[src/rtl/mde_pkg.sv]
// Shared constants, types and table generators for the multiband dynamic equalizer.
// Used by the channel interfaces and by the core; depends on nothing else.
`default_nettype none
package mde_pkg;

    localparam int NUM_BANDS       = 4;
    localparam int MAX_BANDS       = 4;
    localparam int SAMPLE_BITS     = 24;
    localparam int LOG_TABLE_DEPTH = 64;

    localparam int BAND_W    = (NUM_BANDS > 1) ? $clog2(NUM_BANDS) : 1;
    localparam int LOG_IDX_W = $clog2(LOG_TABLE_DEPTH);

    localparam int CFG_IDX_W  = 4;
    localparam int CFG_DATA_W = 64;
    localparam int NUM_REGS   = 2 * NUM_BANDS;

    localparam int GAIN_W = 17;
    localparam int Y_W    = 28;
    localparam int ENV_W  = 28;
    localparam int DB_W   = 16;
    localparam int COEF_W = 18;

    localparam int MUL_A_W = 20;
    localparam int MUL_B_W = (SAMPLE_BITS + 1 > 29) ? SAMPLE_BITS + 1 : 29;
    localparam int PROD_W  = MUL_A_W + MUL_B_W;
    localparam int WK_W    = PROD_W + 2;
    localparam int ACC_W   = ((PROD_W > SAMPLE_BITS + 16) ? PROD_W : SAMPLE_BITS + 16) + 3;

    localparam logic [GAIN_W-1:0] UNITY_GAIN = GAIN_W'(65536);
    localparam int DB_PER_LOG2 = 394566;
    localparam int LOG2_PER_DB = 10885;

    typedef logic [LOG_TABLE_DEPTH-1:0][GAIN_W-1:0] lut_t;

    function automatic logic [63:0] udiv64(input logic [63:0] n, input logic [63:0] d);
        logic [64:0] r;
        logic [63:0] q;
        r = '0;
        q = '0;
        for (int k = 63; k >= 0; k--)
        begin
            r = {r[63:0], n[k]};
            if (r >= {1'b0, d})
            begin
                r = r - {1'b0, d};
                q[k] = 1'b1;
            end
        end
        return q;
    endfunction

    function automatic logic [15:0] frac_log2(input logic [63:0] num, input logic [63:0] den);
        logic [63:0] x;
        logic [15:0] r;
        x = udiv64(num << 30, den);
        r = '0;
        for (int k = 0; k < 16; k++)
        begin
            x = (x * x) >> 30;
            r = r << 1;
            if (x >= 64'h8000_0000)
            begin
                r[0] = 1'b1;
                x = x >> 1;
            end
        end
        return r;
    endfunction

    function automatic lut_t make_log_tab();
        lut_t t;
        for (int i = 0; i < LOG_TABLE_DEPTH; i++)
        begin
            t[i] = {1'b0, frac_log2(64'(LOG_TABLE_DEPTH + i), 64'(LOG_TABLE_DEPTH))};
        end
        return t;
    endfunction

    function automatic lut_t make_exp_tab();
        lut_t t;
        logic [63:0] lim;
        logic [63:0] lo;
        logic [63:0] hi;
        logic [63:0] mid;
        for (int i = 0; i < LOG_TABLE_DEPTH; i++)
        begin
            lim = (64'(i) << 16) >> LOG_IDX_W;
            lo = 64'd32769;
            hi = 64'd65536;
            while (lo < hi)
            begin
                mid = lo + ((hi - lo) >> 1);
                if (64'(frac_log2(64'd65536, mid)) <= lim)
                    hi = mid;
                else
                    lo = mid + 64'd1;
            end
            t[i] = GAIN_W'(lo);
        end
        return t;
    endfunction

    localparam lut_t LOG_TAB = make_log_tab();
    localparam lut_t EXP_TAB = make_exp_tab();

endpackage
`default_nettype wire

[src/rtl/mde_if.sv]
// Valid/ready channel interfaces for samples in, results out and register writes.
// Depends on mde_pkg for the field widths.
`default_nettype none
interface mde_in_if;
    import mde_pkg::*;
    logic                          valid;
    logic                          ready;
    logic signed [SAMPLE_BITS-1:0] sample_in;
    logic                          frame_start;
    modport source (output valid, sample_in, frame_start, input ready);
    modport sink (input valid, sample_in, frame_start, output ready);
endinterface

interface mde_out_if;
    import mde_pkg::*;
    logic                          valid;
    logic                          ready;
    logic signed [SAMPLE_BITS-1:0] sample_out;
    logic [GAIN_W-1:0]             peak_reduction;
    logic [GAIN_W-1:0]             gain_band0;
    logic [GAIN_W-1:0]             gain_band1;
    logic [GAIN_W-1:0]             gain_band2;
    logic [GAIN_W-1:0]             gain_band3;
    modport source (output valid, sample_out, peak_reduction, gain_band0, gain_band1,
                    gain_band2, gain_band3, input ready);
    modport sink (input valid, sample_out, peak_reduction, gain_band0, gain_band1,
                  gain_band2, gain_band3, output ready);
endinterface

interface mde_cfg_if;
    import mde_pkg::*;
    logic                  valid;
    logic                  ready;
    logic [CFG_IDX_W-1:0]  index;
    logic [CFG_DATA_W-1:0] data;
    modport source (output valid, index, data, input ready);
    modport sink (input valid, index, data, output ready);
endinterface
`default_nettype wire

[src/rtl/multiband_dynamic_eq_core.sv]
// Each accepted beat on src holds one sample. The sample goes through four bands one after
// the other, each a bandpass biquad, a peak envelope follower and a compression gain, all on
// one shared 20 x 29 bit signed multiplier run by a sequencer. A band whose level is not above
// threshold skips the reduction steps and keeps unity gain. src is ready only between samples.
// The finished result sits in an output register, so the next sample is taken while the last
// result still waits on dst. The user must write registers through cfg only while the block is
// idle; the block itself does not enforce this. cfg is always ready.
// Depends on mde_pkg and the channel interfaces in mde_if.
`default_nettype none
module multiband_dynamic_eq_core (
    input  wire           clk,
    input  wire           rst_n,
    mde_in_if.sink        src,
    mde_out_if.source     dst,
    mde_cfg_if.sink       cfg
);
    import mde_pkg::*;

    typedef enum logic [4:0] {
        S_IDLE, S_F0, S_F1, S_F2, S_F3, S_Y, S_E0, S_E1, S_E2, S_E3,
        S_N, S_L, S_D, S_R0, S_R1, S_G, S_ACC, S_A2, S_OUT
    } state_t;

    localparam logic signed [WK_W-1:0] Y_HI = WK_W'((64'sd1 <<< (Y_W - 1)) - 64'sd1);
    localparam logic signed [WK_W-1:0] Y_LO = -(WK_W'(64'sd1 <<< (Y_W - 1)));
    localparam logic signed [ACC_W-1:0] O_HI = ACC_W'((64'sd1 <<< (SAMPLE_BITS - 1)) - 64'sd1);
    localparam logic signed [ACC_W-1:0] O_LO = -(ACC_W'(64'sd1 <<< (SAMPLE_BITS - 1)));

    state_t                        state_reg;
    logic [BAND_W-1:0]             band_reg;
    logic [2:0]                    step_reg;
    logic signed [SAMPLE_BITS-1:0] x_reg;
    logic signed [SAMPLE_BITS-1:0] x1_reg [NUM_BANDS];
    logic signed [SAMPLE_BITS-1:0] x2_reg [NUM_BANDS];
    logic signed [Y_W-1:0]         y1_reg [NUM_BANDS];
    logic signed [Y_W-1:0]         y2_reg [NUM_BANDS];
    logic [ENV_W-1:0]              env_reg [NUM_BANDS];
    logic [CFG_DATA_W-1:0]         filt_reg [NUM_BANDS];
    logic [CFG_DATA_W-1:0]         dyn_reg [NUM_BANDS];
    logic signed [WK_W-1:0]        wk_reg;
    logic signed [PROD_W-1:0]      prod_reg;
    logic signed [Y_W-1:0]         y_reg;
    logic [ENV_W-1:0]              a_reg;
    logic [ENV_W-1:0]              norm_reg;
    logic [4:0]                    lz_reg;
    logic [16:0]                   over_reg;
    logic [GAIN_W-1:0]             g_reg;
    logic signed [ACC_W-1:0]       acc_reg;
    logic [GAIN_W-1:0]             peak_reg;
    logic [GAIN_W-1:0]             gain_reg [MAX_BANDS];
    logic signed [SAMPLE_BITS-1:0] out_sample_reg;
    logic [GAIN_W-1:0]             out_peak_reg;
    logic [GAIN_W-1:0]             out_gain_reg [MAX_BANDS];
    logic                          out_valid_reg;

    logic [CFG_DATA_W-1:0]         f_cur;
    logic [CFG_DATA_W-1:0]         d_cur;
    logic [ENV_W-1:0]              env_cur;
    logic [15:0]                   c_sel;
    logic signed [SAMPLE_BITS:0]   xd;
    logic signed [21:0]            l2;
    logic signed [MUL_A_W-1:0]     mul_a;
    logic signed [MUL_B_W-1:0]     mul_b;
    logic signed [PROD_W-1:0]      mul_p;
    logic signed [WK_W-1:0]        ys;
    logic signed [Y_W-1:0]         y_new;
    logic [WK_W-1:0]               env_sum;
    logic [ENV_W-1:0]              env_new;
    logic [4:0]                    sh;
    logic signed [PROD_W-1:0]      dbw;
    logic signed [DB_W-1:0]        db;
    logic signed [DB_W:0]          over_d;
    logic [5:0]                    n_sh;
    logic [GAIN_W-1:0]             g_new;
    logic signed [ACC_W-1:0]       os;
    logic signed [SAMPLE_BITS-1:0] o_sat;
    logic                          accept;

    assign accept    = src.valid && src.ready;
    assign src.ready = (state_reg == S_IDLE);
    assign cfg.ready = 1'b1;

    assign dst.valid          = out_valid_reg;
    assign dst.sample_out     = out_sample_reg;
    assign dst.peak_reduction = out_peak_reg;
    assign dst.gain_band0     = out_gain_reg[0];
    assign dst.gain_band1     = out_gain_reg[1];
    assign dst.gain_band2     = out_gain_reg[2];
    assign dst.gain_band3     = out_gain_reg[3];

    always_comb
    begin
        f_cur   = filt_reg[band_reg];
        d_cur   = dyn_reg[band_reg];
        env_cur = env_reg[band_reg];
        c_sel   = (a_reg > env_cur) ? d_cur[47:32] : d_cur[63:48];
        xd      = (SAMPLE_BITS + 1)'(x_reg) - (SAMPLE_BITS + 1)'(x2_reg[band_reg]);
        l2      = {6'sd4 - $signed({1'b0, lz_reg}),
                   LOG_TAB[norm_reg[ENV_W-2 -: LOG_IDX_W]][15:0]};

        mul_a = '0;
        mul_b = '0;
        unique case (state_reg)
            S_F0:
            begin
                mul_a = MUL_A_W'($signed(f_cur[17:0]));
                mul_b = MUL_B_W'(xd);
            end
            S_F1:
            begin
                mul_a = MUL_A_W'($signed(f_cur[35:18]));
                mul_b = MUL_B_W'(y1_reg[band_reg]);
            end
            S_F2:
            begin
                mul_a = MUL_A_W'($signed(f_cur[53:36]));
                mul_b = MUL_B_W'(y2_reg[band_reg]);
            end
            S_E0:
            begin
                mul_a = MUL_A_W'($signed({1'b0, c_sel}));
                mul_b = MUL_B_W'($signed({1'b0, env_cur}));
            end
            S_E1:
            begin
                mul_a = MUL_A_W'($signed(18'd65536 - {2'b0, c_sel}));
                mul_b = MUL_B_W'($signed({1'b0, a_reg}));
            end
            S_L:
            begin
                mul_a = MUL_A_W'(DB_PER_LOG2);
                mul_b = MUL_B_W'(l2);
            end
            S_R0:
            begin
                mul_a = MUL_A_W'($signed(18'd65536 - {2'b0, d_cur[31:16]}));
                mul_b = MUL_B_W'($signed({1'b0, over_reg}));
            end
            S_R1:
            begin
                mul_a = MUL_A_W'(LOG2_PER_DB);
                mul_b = MUL_B_W'($signed({1'b0, prod_reg[31:16]}));
            end
            S_ACC:
            begin
                mul_a = MUL_A_W'($signed({1'b0, g_reg}) - $signed({1'b0, UNITY_GAIN}));
                mul_b = MUL_B_W'(y_reg);
            end
            default:
            begin
                mul_a = '0;
                mul_b = '0;
            end
        endcase
        mul_p = PROD_W'(mul_a) * PROD_W'(mul_b);

        ys = (wk_reg + WK_W'(32768)) >>> 16;
        priority if (ys > Y_HI)
            y_new = Y_W'(Y_HI);
        else if (ys < Y_LO)
            y_new = Y_W'(Y_LO);
        else
            y_new = Y_W'(ys);

        env_sum = wk_reg + WK_W'(32768);
        env_new = env_sum[ENV_W+15:16];
        sh      = 5'd16 >> step_reg;

        dbw = prod_reg >>> 24;
        priority if (dbw > PROD_W'(32767))
            db = 16'sh7fff;
        else if (dbw < -PROD_W'(32768))
            db = -16'sh8000;
        else
            db = DB_W'(dbw);
        over_d = (DB_W + 1)'(db) - (DB_W + 1)'($signed(d_cur[15:0]));

        n_sh  = prod_reg[29:24];
        g_new = (n_sh >= 6'd17) ? '0 : (EXP_TAB[prod_reg[23 -: LOG_IDX_W]] >> n_sh);

        os = (acc_reg + ACC_W'(32768)) >>> 16;
        priority if (os > O_HI)
            o_sat = SAMPLE_BITS'(O_HI);
        else if (os < O_LO)
            o_sat = SAMPLE_BITS'(O_LO);
        else
            o_sat = SAMPLE_BITS'(os);
    end

    always_ff @(posedge clk or negedge rst_n)
    begin
        if (!rst_n)
        begin
            for (int b = 0; b < NUM_BANDS; b++)
            begin
                filt_reg[b] <= '0;
                dyn_reg[b]  <= '0;
            end
        end
        else if (cfg.valid && cfg.index < CFG_IDX_W'(NUM_REGS))
        begin
            if (cfg.index[0])
                dyn_reg[cfg.index[BAND_W:1]] <= cfg.data;
            else
                filt_reg[cfg.index[BAND_W:1]] <= cfg.data;
        end
    end

    always_ff @(posedge clk or negedge rst_n)
    begin
        if (!rst_n)
        begin
            state_reg     <= S_IDLE;
            band_reg      <= '0;
            step_reg      <= '0;
            out_valid_reg <= 1'b0;
            peak_reg      <= '0;
            for (int b = 0; b < NUM_BANDS; b++)
            begin
                x1_reg[b]  <= '0;
                x2_reg[b]  <= '0;
                y1_reg[b]  <= '0;
                y2_reg[b]  <= '0;
                env_reg[b] <= '0;
            end
            for (int b = 0; b < MAX_BANDS; b++)
            begin
                gain_reg[b]     <= UNITY_GAIN;
                out_gain_reg[b] <= UNITY_GAIN;
            end
        end
        else
        begin
            prod_reg <= mul_p;
            if (dst.valid && dst.ready && (state_reg != S_OUT))
                out_valid_reg <= 1'b0;
            unique case (state_reg)
                S_IDLE:
                begin
                    if (accept)
                    begin
                        x_reg    <= src.sample_in;
                        acc_reg  <= ACC_W'(src.sample_in) <<< 16;
                        band_reg <= '0;
                        if (src.frame_start)
                        begin
                            peak_reg <= '0;
                            for (int b = 0; b < NUM_BANDS; b++)
                            begin
                                x1_reg[b] <= '0;
                                x2_reg[b] <= '0;
                                y1_reg[b] <= '0;
                                y2_reg[b] <= '0;
                            end
                        end
                        state_reg <= S_F0;
                    end
                end
                S_F0:
                    state_reg <= S_F1;
                S_F1:
                begin
                    wk_reg    <= WK_W'(prod_reg);
                    state_reg <= S_F2;
                end
                S_F2:
                begin
                    wk_reg    <= wk_reg - WK_W'(prod_reg);
                    state_reg <= S_F3;
                end
                S_F3:
                begin
                    wk_reg    <= wk_reg - WK_W'(prod_reg);
                    state_reg <= S_Y;
                end
                S_Y:
                begin
                    y_reg            <= y_new;
                    a_reg            <= y_new[Y_W-1] ? ENV_W'(-((Y_W + 1)'(y_new)))
                                                     : ENV_W'(y_new);
                    x2_reg[band_reg] <= x1_reg[band_reg];
                    x1_reg[band_reg] <= x_reg;
                    y2_reg[band_reg] <= y1_reg[band_reg];
                    y1_reg[band_reg] <= y_new;
                    state_reg        <= S_E0;
                end
                S_E0:
                    state_reg <= S_E1;
                S_E1:
                begin
                    wk_reg    <= WK_W'(prod_reg);
                    state_reg <= S_E2;
                end
                S_E2:
                begin
                    wk_reg    <= wk_reg + WK_W'(prod_reg);
                    state_reg <= S_E3;
                end
                S_E3:
                begin
                    env_reg[band_reg] <= env_new;
                    norm_reg          <= (env_new == '0) ? ENV_W'(1) : env_new;
                    lz_reg            <= '0;
                    step_reg          <= '0;
                    state_reg         <= S_N;
                end
                S_N:
                begin
                    if ((norm_reg >> (ENV_W - int'(sh))) == '0)
                    begin
                        norm_reg <= norm_reg << sh;
                        lz_reg   <= lz_reg + sh;
                    end
                    step_reg <= step_reg + 3'd1;
                    if (step_reg == 3'd4)
                        state_reg <= S_L;
                end
                S_L:
                    state_reg <= S_D;
                S_D:
                begin
                    if (db <= $signed(d_cur[15:0]))
                    begin
                        g_reg     <= UNITY_GAIN;
                        state_reg <= S_ACC;
                    end
                    else
                    begin
                        over_reg  <= 17'(over_d);
                        state_reg <= S_R0;
                    end
                end
                S_R0:
                    state_reg <= S_R1;
                S_R1:
                    state_reg <= S_G;
                S_G:
                begin
                    g_reg     <= g_new;
                    state_reg <= S_ACC;
                end
                S_ACC:
                begin
                    gain_reg[band_reg] <= g_reg;
                    if (UNITY_GAIN - g_reg > peak_reg)
                        peak_reg <= UNITY_GAIN - g_reg;
                    state_reg <= S_A2;
                end
                S_A2:
                begin
                    acc_reg <= acc_reg + ACC_W'(prod_reg);
                    if (band_reg == BAND_W'(NUM_BANDS - 1))
                        state_reg <= S_OUT;
                    else
                    begin
                        band_reg  <= band_reg + 1'b1;
                        state_reg <= S_F0;
                    end
                end
                S_OUT:
                begin
                    if (!out_valid_reg || dst.ready)
                    begin
                        out_sample_reg <= o_sat;
                        out_peak_reg   <= peak_reg;
                        for (int b = 0; b < MAX_BANDS; b++)
                            out_gain_reg[b] <= gain_reg[b];
                        out_valid_reg <= 1'b1;
                        state_reg     <= S_IDLE;
                    end
                end
                default:
                    state_reg <= S_IDLE;
            endcase
        end
    end

    a_accept_starts: assert property (@(posedge clk) disable iff (!rst_n)
        accept |=> (state_reg == S_F0) && (band_reg == '0))
        else $error("sample accepted without starting band 0");

    a_last_band_ends: assert property (@(posedge clk) disable iff (!rst_n)
        (state_reg == S_A2) && (band_reg == BAND_W'(NUM_BANDS - 1)) |=> state_reg == S_OUT)
        else $error("last band did not lead to the result");

    a_result_loaded: assert property (@(posedge clk) disable iff (!rst_n)
        (state_reg == S_OUT) && !out_valid_reg |=> out_valid_reg && (state_reg == S_IDLE))
        else $error("free output register was not loaded");

    a_norm_nonzero: assert property (@(posedge clk) disable iff (!rst_n)
        (state_reg == S_N) || (state_reg == S_L) |-> norm_reg != '0)
        else $error("normalizer operand is zero");

    a_peak_range: assert property (@(posedge clk) disable iff (!rst_n)
        $rose(out_valid_reg) |-> out_peak_reg <= UNITY_GAIN)
        else $error("peak reduction beyond unity");

endmodule
`default_nettype wire

[src/flat_wrapper.sv]
// flat-port wrapper written by rule: the top's interface ports become plain ports
module multiband_dynamic_eq_core_flat import mde_pkg::*;
  (clk, rst_n, src_valid, src_sample_in, src_frame_start, src_ready, dst_valid, dst_sample_out, dst_peak_reduction, dst_gain_band0, dst_gain_band1, dst_gain_band2, dst_gain_band3, dst_ready, cfg_valid, cfg_index, cfg_data, cfg_ready);
  mde_in_if src_i ();
  mde_out_if dst_i ();
  mde_cfg_if cfg_i ();
  input  wire clk;
  input  wire rst_n;
  input wire logic [$bits(src_i.valid)-1:0] src_valid;
  input wire logic [$bits(src_i.sample_in)-1:0] src_sample_in;
  input wire logic [$bits(src_i.frame_start)-1:0] src_frame_start;
  output wire logic [$bits(src_i.ready)-1:0] src_ready;
  output wire logic [$bits(dst_i.valid)-1:0] dst_valid;
  output wire logic [$bits(dst_i.sample_out)-1:0] dst_sample_out;
  output wire logic [$bits(dst_i.peak_reduction)-1:0] dst_peak_reduction;
  output wire logic [$bits(dst_i.gain_band0)-1:0] dst_gain_band0;
  output wire logic [$bits(dst_i.gain_band1)-1:0] dst_gain_band1;
  output wire logic [$bits(dst_i.gain_band2)-1:0] dst_gain_band2;
  output wire logic [$bits(dst_i.gain_band3)-1:0] dst_gain_band3;
  input wire logic [$bits(dst_i.ready)-1:0] dst_ready;
  input wire logic [$bits(cfg_i.valid)-1:0] cfg_valid;
  input wire logic [$bits(cfg_i.index)-1:0] cfg_index;
  input wire logic [$bits(cfg_i.data)-1:0] cfg_data;
  output wire logic [$bits(cfg_i.ready)-1:0] cfg_ready;
  assign src_i.valid = src_valid;
  assign src_i.sample_in = src_sample_in;
  assign src_i.frame_start = src_frame_start;
  assign src_ready = src_i.ready;
  assign dst_valid = dst_i.valid;
  assign dst_sample_out = dst_i.sample_out;
  assign dst_peak_reduction = dst_i.peak_reduction;
  assign dst_gain_band0 = dst_i.gain_band0;
  assign dst_gain_band1 = dst_i.gain_band1;
  assign dst_gain_band2 = dst_i.gain_band2;
  assign dst_gain_band3 = dst_i.gain_band3;
  assign dst_i.ready = dst_ready;
  assign cfg_i.valid = cfg_valid;
  assign cfg_i.index = cfg_index;
  assign cfg_i.data = cfg_data;
  assign cfg_ready = cfg_i.ready;
  multiband_dynamic_eq_core u_core (.clk(clk), .rst_n(rst_n), .src(src_i), .dst(dst_i), .cfg(cfg_i));
endmodule
[config.mk]
export PLATFORM = sky130hd
export DESIGN_NAME = multiband_dynamic_eq_core_flat
export DESIGN_NICKNAME = d
export VERILOG_FILES = /design/src/rtl/mde_pkg.sv /design/src/rtl/mde_if.sv /design/src/rtl/multiband_dynamic_eq_core.sv /design/src/flat_wrapper.sv
export SDC_FILE = /design/constraint.sdc
export NUM_CORES = 2
export LEC_CHECK = 0
export ABC_CLOCK_PERIOD_IN_PS = 36700
export BUFFER_PORTS_ARGS = -buffer_cell sky130_fd_sc_hd__buf_2
export CORE_UTILIZATION = 25
export CTS_BUF_LIST = sky130_fd_sc_hd__clkbuf_8
export CTS_CLUSTER_DIAMETER = 200
export DETAILED_ROUTE_END_ITERATION = 8
export SLEW_MARGIN = 5
export SYNTH_ARGS = -nofsm -noshare
export SYNTH_HDL_FRONTEND = slang
export SYNTH_SLANG_ARGS = --single-unit
[constraint.sdc]
create_clock -name clk -period 36.7 [get_ports clk]
set_input_delay 3.67 -clock clk [delete_from_list [all_inputs] [get_ports clk]]
set_output_delay 3.67 -clock clk [all_outputs]
set_load 0.01 [all_outputs]
# Word-level counts from Yosys, hierarchy flattened
# Memory sizes are Yosys's and may differ from the RTL's. A register that Yosys moved wholly into a read port is not among the register bits.
# Index checks and enable logic that the tools add are counted.
# Widths: inputs -> output; s select.
# classes
n_addsub,17
mul,1
order_cmp,17
eq_ne,29
shifts,4
mux,86
n_bitwise,4
n_reduce_logical,34
# op_table
operator,n
$bwmux 256,2
$pmux 112 s2,2
$pmux 96 s2,2
$bwmux 112,3
$mux 28,11
$pmux 29 s9,1
$bmux 64 s2,2
$mux 112,2
$bwmux 96,2
$mux 64,3
$mux 96,2
$pmux 20 s9,1
$bmux 28 s2,3
$pmux 51 s3,1
$mux 24,6
$demux 64 s2,1
$mux 17,7
$mux 54,2
$pmux 52 s2,1
$bmux 24 s2,2
$pmux 5 s19,1
$bwmux 68,1
$pmux 17 s2,2
$mux 16,4
other kinds (71),128
# word_totals
regBits,1544
rom_bits,2176
out_inout_bits,112
n_memories,2
# mem_list
name,words,word_bits,rd,rd_ports_with_merged_regs,write_ports,line,rtl
(no name shown),64,17,1,1,0,multiband_dynamic_eq_core.sv:99,LOG_TAB[norm_reg[ENV_W-2 -: LOG_IDX_W]][15:0]};
(no name shown),64,17,1,1,0,multiband_dynamic_eq_core.sv:179,g_new = (n_sh >= 6'd17) ? '0 : (EXP_TAB[prod_reg[23 -: LOG_IDX_W]] >> n_sh);

# Longest topological paths before layout
# logic_depth
depth_word,10
mapped_depth,62
mapped_depth_nobuf,50

# Least setup slack after synthesis
# Ideal clock, no wire load.
# synth_path
path_type,reg2reg
start,register u_core.band_reg[0]
end,register with a tool-made name
setup_time_ns,0.131
t_arrival_ns,14.154
slack_ns,22.415
stages_incl_launch_ff,59
n_path_buf,13
cell_sequence,dfrtp_1 > buf_2 > buf_2 > buf_4 > buf_2 > buf_2 > buf_2 > mux4_2 > inv_1 > ha_1 > a41oi_1 > o21ai_0 > a21oi_1 > o21ai_0 > or4_1 > buf_2 > o21a_1 > buf_2 > [23 not listed] > inv_1 > ha_1 > a21oi_1 > nand3_1 > o311ai_0 > o21bai_1 > xor2_1 > mux2i_1 > inv_1 > clkbuf_1 > ha_1 > buf_1 > inv_1 > nor2_1 > a211oi_1 > nor3_1 > o21ai_0 > o21ai_0
# synth_rtl
item,line,rtl
from (decl),multiband_dynamic_eq_core.sv:30,logic [BAND_W-1:0] band_reg;
from (signal assigned),multiband_dynamic_eq_core.sv:356,band_reg <= band_reg + 1'b1;

==> impl_metrics.json <==
{
  "status": "complete, no violations",
  "critPathMaxStageDelay_ns": 0.87,
  "hold_viol": 0,
  "syn_area_per_cell_sq_um": 10.2,
  "via_count": 79400,
  "whs_ns": 0.438,
  "grt_pass1_wl_um": 517000,
  "areaGrowthSynthToFinish_pct": 12.9,
  "viasPerCell": 4.97,
  "ys_ff_latch": 1536,
  "drtIter0Drc": 8525,
  "ant_nets": 0,
  "synth_largest_area_cell": "dfrtp_1",
  "synth_nets": 11200,
  "gr-total-overflow": 0,
  "boundaryPins": 210,
  "finalCritPeriodShare_pct": 43.3,
  "cp.arrival_ns": 16.73,
  "worst_path_max_delay_cell": "o311ai_0",
  "wl_um": 349000,
  "ys_seq_area_share_pct": 38.6,
  "fmax_mhz": 62.9,
  "maxSlewHeadroom_pct": 12.1,
  "worstHoldStart": "u_core.peak_reg[11]$_DFFE_PN0P_",
  "grt_use_total_pct": 16.3,
  "numPortBuffers": 208,
  "die_area_sq_um": 417000,
  "synth-warning-count": 0,
  "synth_area_leaders": "dfrtp_1 28%, fa_1 11%, edfxtp_1 9.8%",
  "worst_pin_slew_ns": 1.32,
  "reg2reg_depth": 45,
  "synth.distinct_cells": 100,
  "min_to": "u_core.dst.peak_reduction[11]$_DFFE_PP_",
  "routedWlPerCell_um": 21.8,
  "cts.path.max_buffers": 4,
  "cts_sinks": 1536,
  "cp.required_ns": 37.53,
  "postCtsSetupBuffers": 0,
  "final_cell_mix": "1449 x nand2_1, 1154 x dfrtp_1, 1038 x inv_1",
  "crit_fanout": 34,
  "maxCapViolations": 0,
  "drive_gt1_share_pct": 17.9,
  "skew_ns": 0.120,
  "start_kind": "flop",
  "yosysTopAreaCellShare_pct": 27.9,
  "finalCriticalPeriod_ns": 15.91,
  "die_w_um": 646,
  "cts-root-buf": "clkbuf_8",
  "end_kind": "flop",
  "numCtsBuffers": 283,
  "first_pass_iters": 6,
  "antenna_found_initial": 82,
  "clock_latency_ns": 1.00,
  "largest_register_ffs": 256,
  "syn_inst": 10100,
  "rows": 236,
  "clkTransAtPathRegs_ns": 0.06,
  "cts.htree.levels": 5,
  "async_flop_share_pct": 75.8,
  "fin_tns_setup_ns": 0,
  "hp-class": "reg -> reg",
  "synth_edf_count": 339,
  "finalNetCount": 11300,
  "core_area_sq_um": 413000,
  "place.gp.congestion": 0.965,
  "setup_viol": 0,
  "cts_hold_buf": 0,
  "initial_core_util_pct": 25.1,
  "rsz0062_at_grt": "false",
  "rrSetupSlack_ns": 20.79,
  "route.detailed.drc": 0,
  "finalMaxSlewViolations": 0,
  "netlist_area_sq_um": 104000,
  "cts_tree": "built",
  "crit_type": "reg -> reg",
  "grt_pass1_vias": 77200,
  "ys.flop_type": "dfrtp_1",
  "r2r_start": "u_core.band_reg[0]$_DFFE_PN0P_",
  "dp_hpwl_um": 252000,
  "holdPathStages": 0,
  "fp.dieH_um": 646,
  "ctsResizeCount": 0,
  "layout_commonest_cell": "nand2_1",
  "grt_max_degree": 173
}
final cells by class:
cell class	count	area, sq um
diodes	36	90.1
multi-input cells	7048	58100
flip-flops and latches	1536	40000
fillers	43200	296000
clock inverters	152	987
well taps	5474	6850
repair buffers	429	2770
clock buffers	339	4670
inverters	956	3590
cells in the mapped netlist (61+ instances only):
master,count
a211oi_1,71
a21o_1,131
a21oi_1,340
and3_1,63
buf_1,63
buf_2,71
clkbuf_1,452
dfrtp_1,1156
edfxtp_1,339
fa_1,586
ha_1,354
inv_1,949
mux2_2,649
mux2i_1,98
mux4_2,270
nand2_1,1459
nand2b_1,66
nand3_1,200
nor2_1,576
nor3_1,103
o211ai_1,61
o21ai_0,859
xnor2_1,202
xor2_1,122
kinds of logic after synthesis:
| kind of cell | Yosys count | synth area share, % |
|---|---|---|
| AOI/OAI and AO/OA | 1983 | 11.7 |
| xor gates and xnor gates | 324 | 2.74 |
| adders and majority gates | 940 | 15.6 |
| buffers and inverters | 1552 | 5.76 |
| DFF | 1536 | 38.6 |
| muxes | 1018 | 13.9 |
| other | 1 | 0.00362 |
| and+or+nand+nor | 2782 | 11.7 |
how the worst max path moves through the flow:
stage | depth (start not counted) | from | end
2_1_floorplan | 58 | u_core.band_reg[0]$_DFFE_PN0P_ | flop
3_3_place_gp | 44 | u_core.band_reg[0]$_DFFE_PN0P_ | flop
3_5_place_dp | 40 | u_core.band_reg[0]$_DFFE_PN0P_ | u_core.prod_reg[47]$_DFFE_PP_
4_1_cts | 45 | u_core.band_reg[0]$_DFFE_PN0P_ | flop
5_1_grt | 44 | u_core.band_reg[0]$_DFFE_PN0P_ | flop
6_report | 45 | u_core.band_reg[0]$_DFFE_PN0P_ | flop
metal layers:
layer / part of all wire (%) / GRT usage, % / up-vias
li1: - / - / 35200
met1: 42 / 21.9 / 40100
met2: 44 / 24.7 / 3371
met3: 8.8 / 3.67 / 703
met4: 5.5 / 8.03 / 20
met5: 0.053 / 0.104 / -
critical path: cells and delay by family (launching register included):
family                   cells  cell delay, ns
adder cells (fa/ha/maj)     10            4.73
AO/OA/AOI/OAI               13            3.98
buffers and inverters       11            2.85
AND/OR/NAND/NOR              6            1.81
multiplexers                 3            0.98
flip-flops                   1            0.86
XOR/XNOR                     2            0.48
through the flow:
stage | instances | area [sq um] | utilization, % | worst slack, ns
2_1_floorplan | 10100 | 104000 | - | 22.41
3_3_place_gp | 15400 | 111000 | 27.0 | 21.02
3_5_place_dp | 15400 | 111000 | 27.0 | 20.83
4_1_cts | 15900 | 117000 | 28.3 | 20.79
5_1_grt | 16000 | 117000 | 28.3 | 19.81
6_report | 16000 | 117000 | 28.3 | 20.79
Power is not shown: default switching activity piles up to over one toggle a cycle in this logic, so the estimate is an artifact.
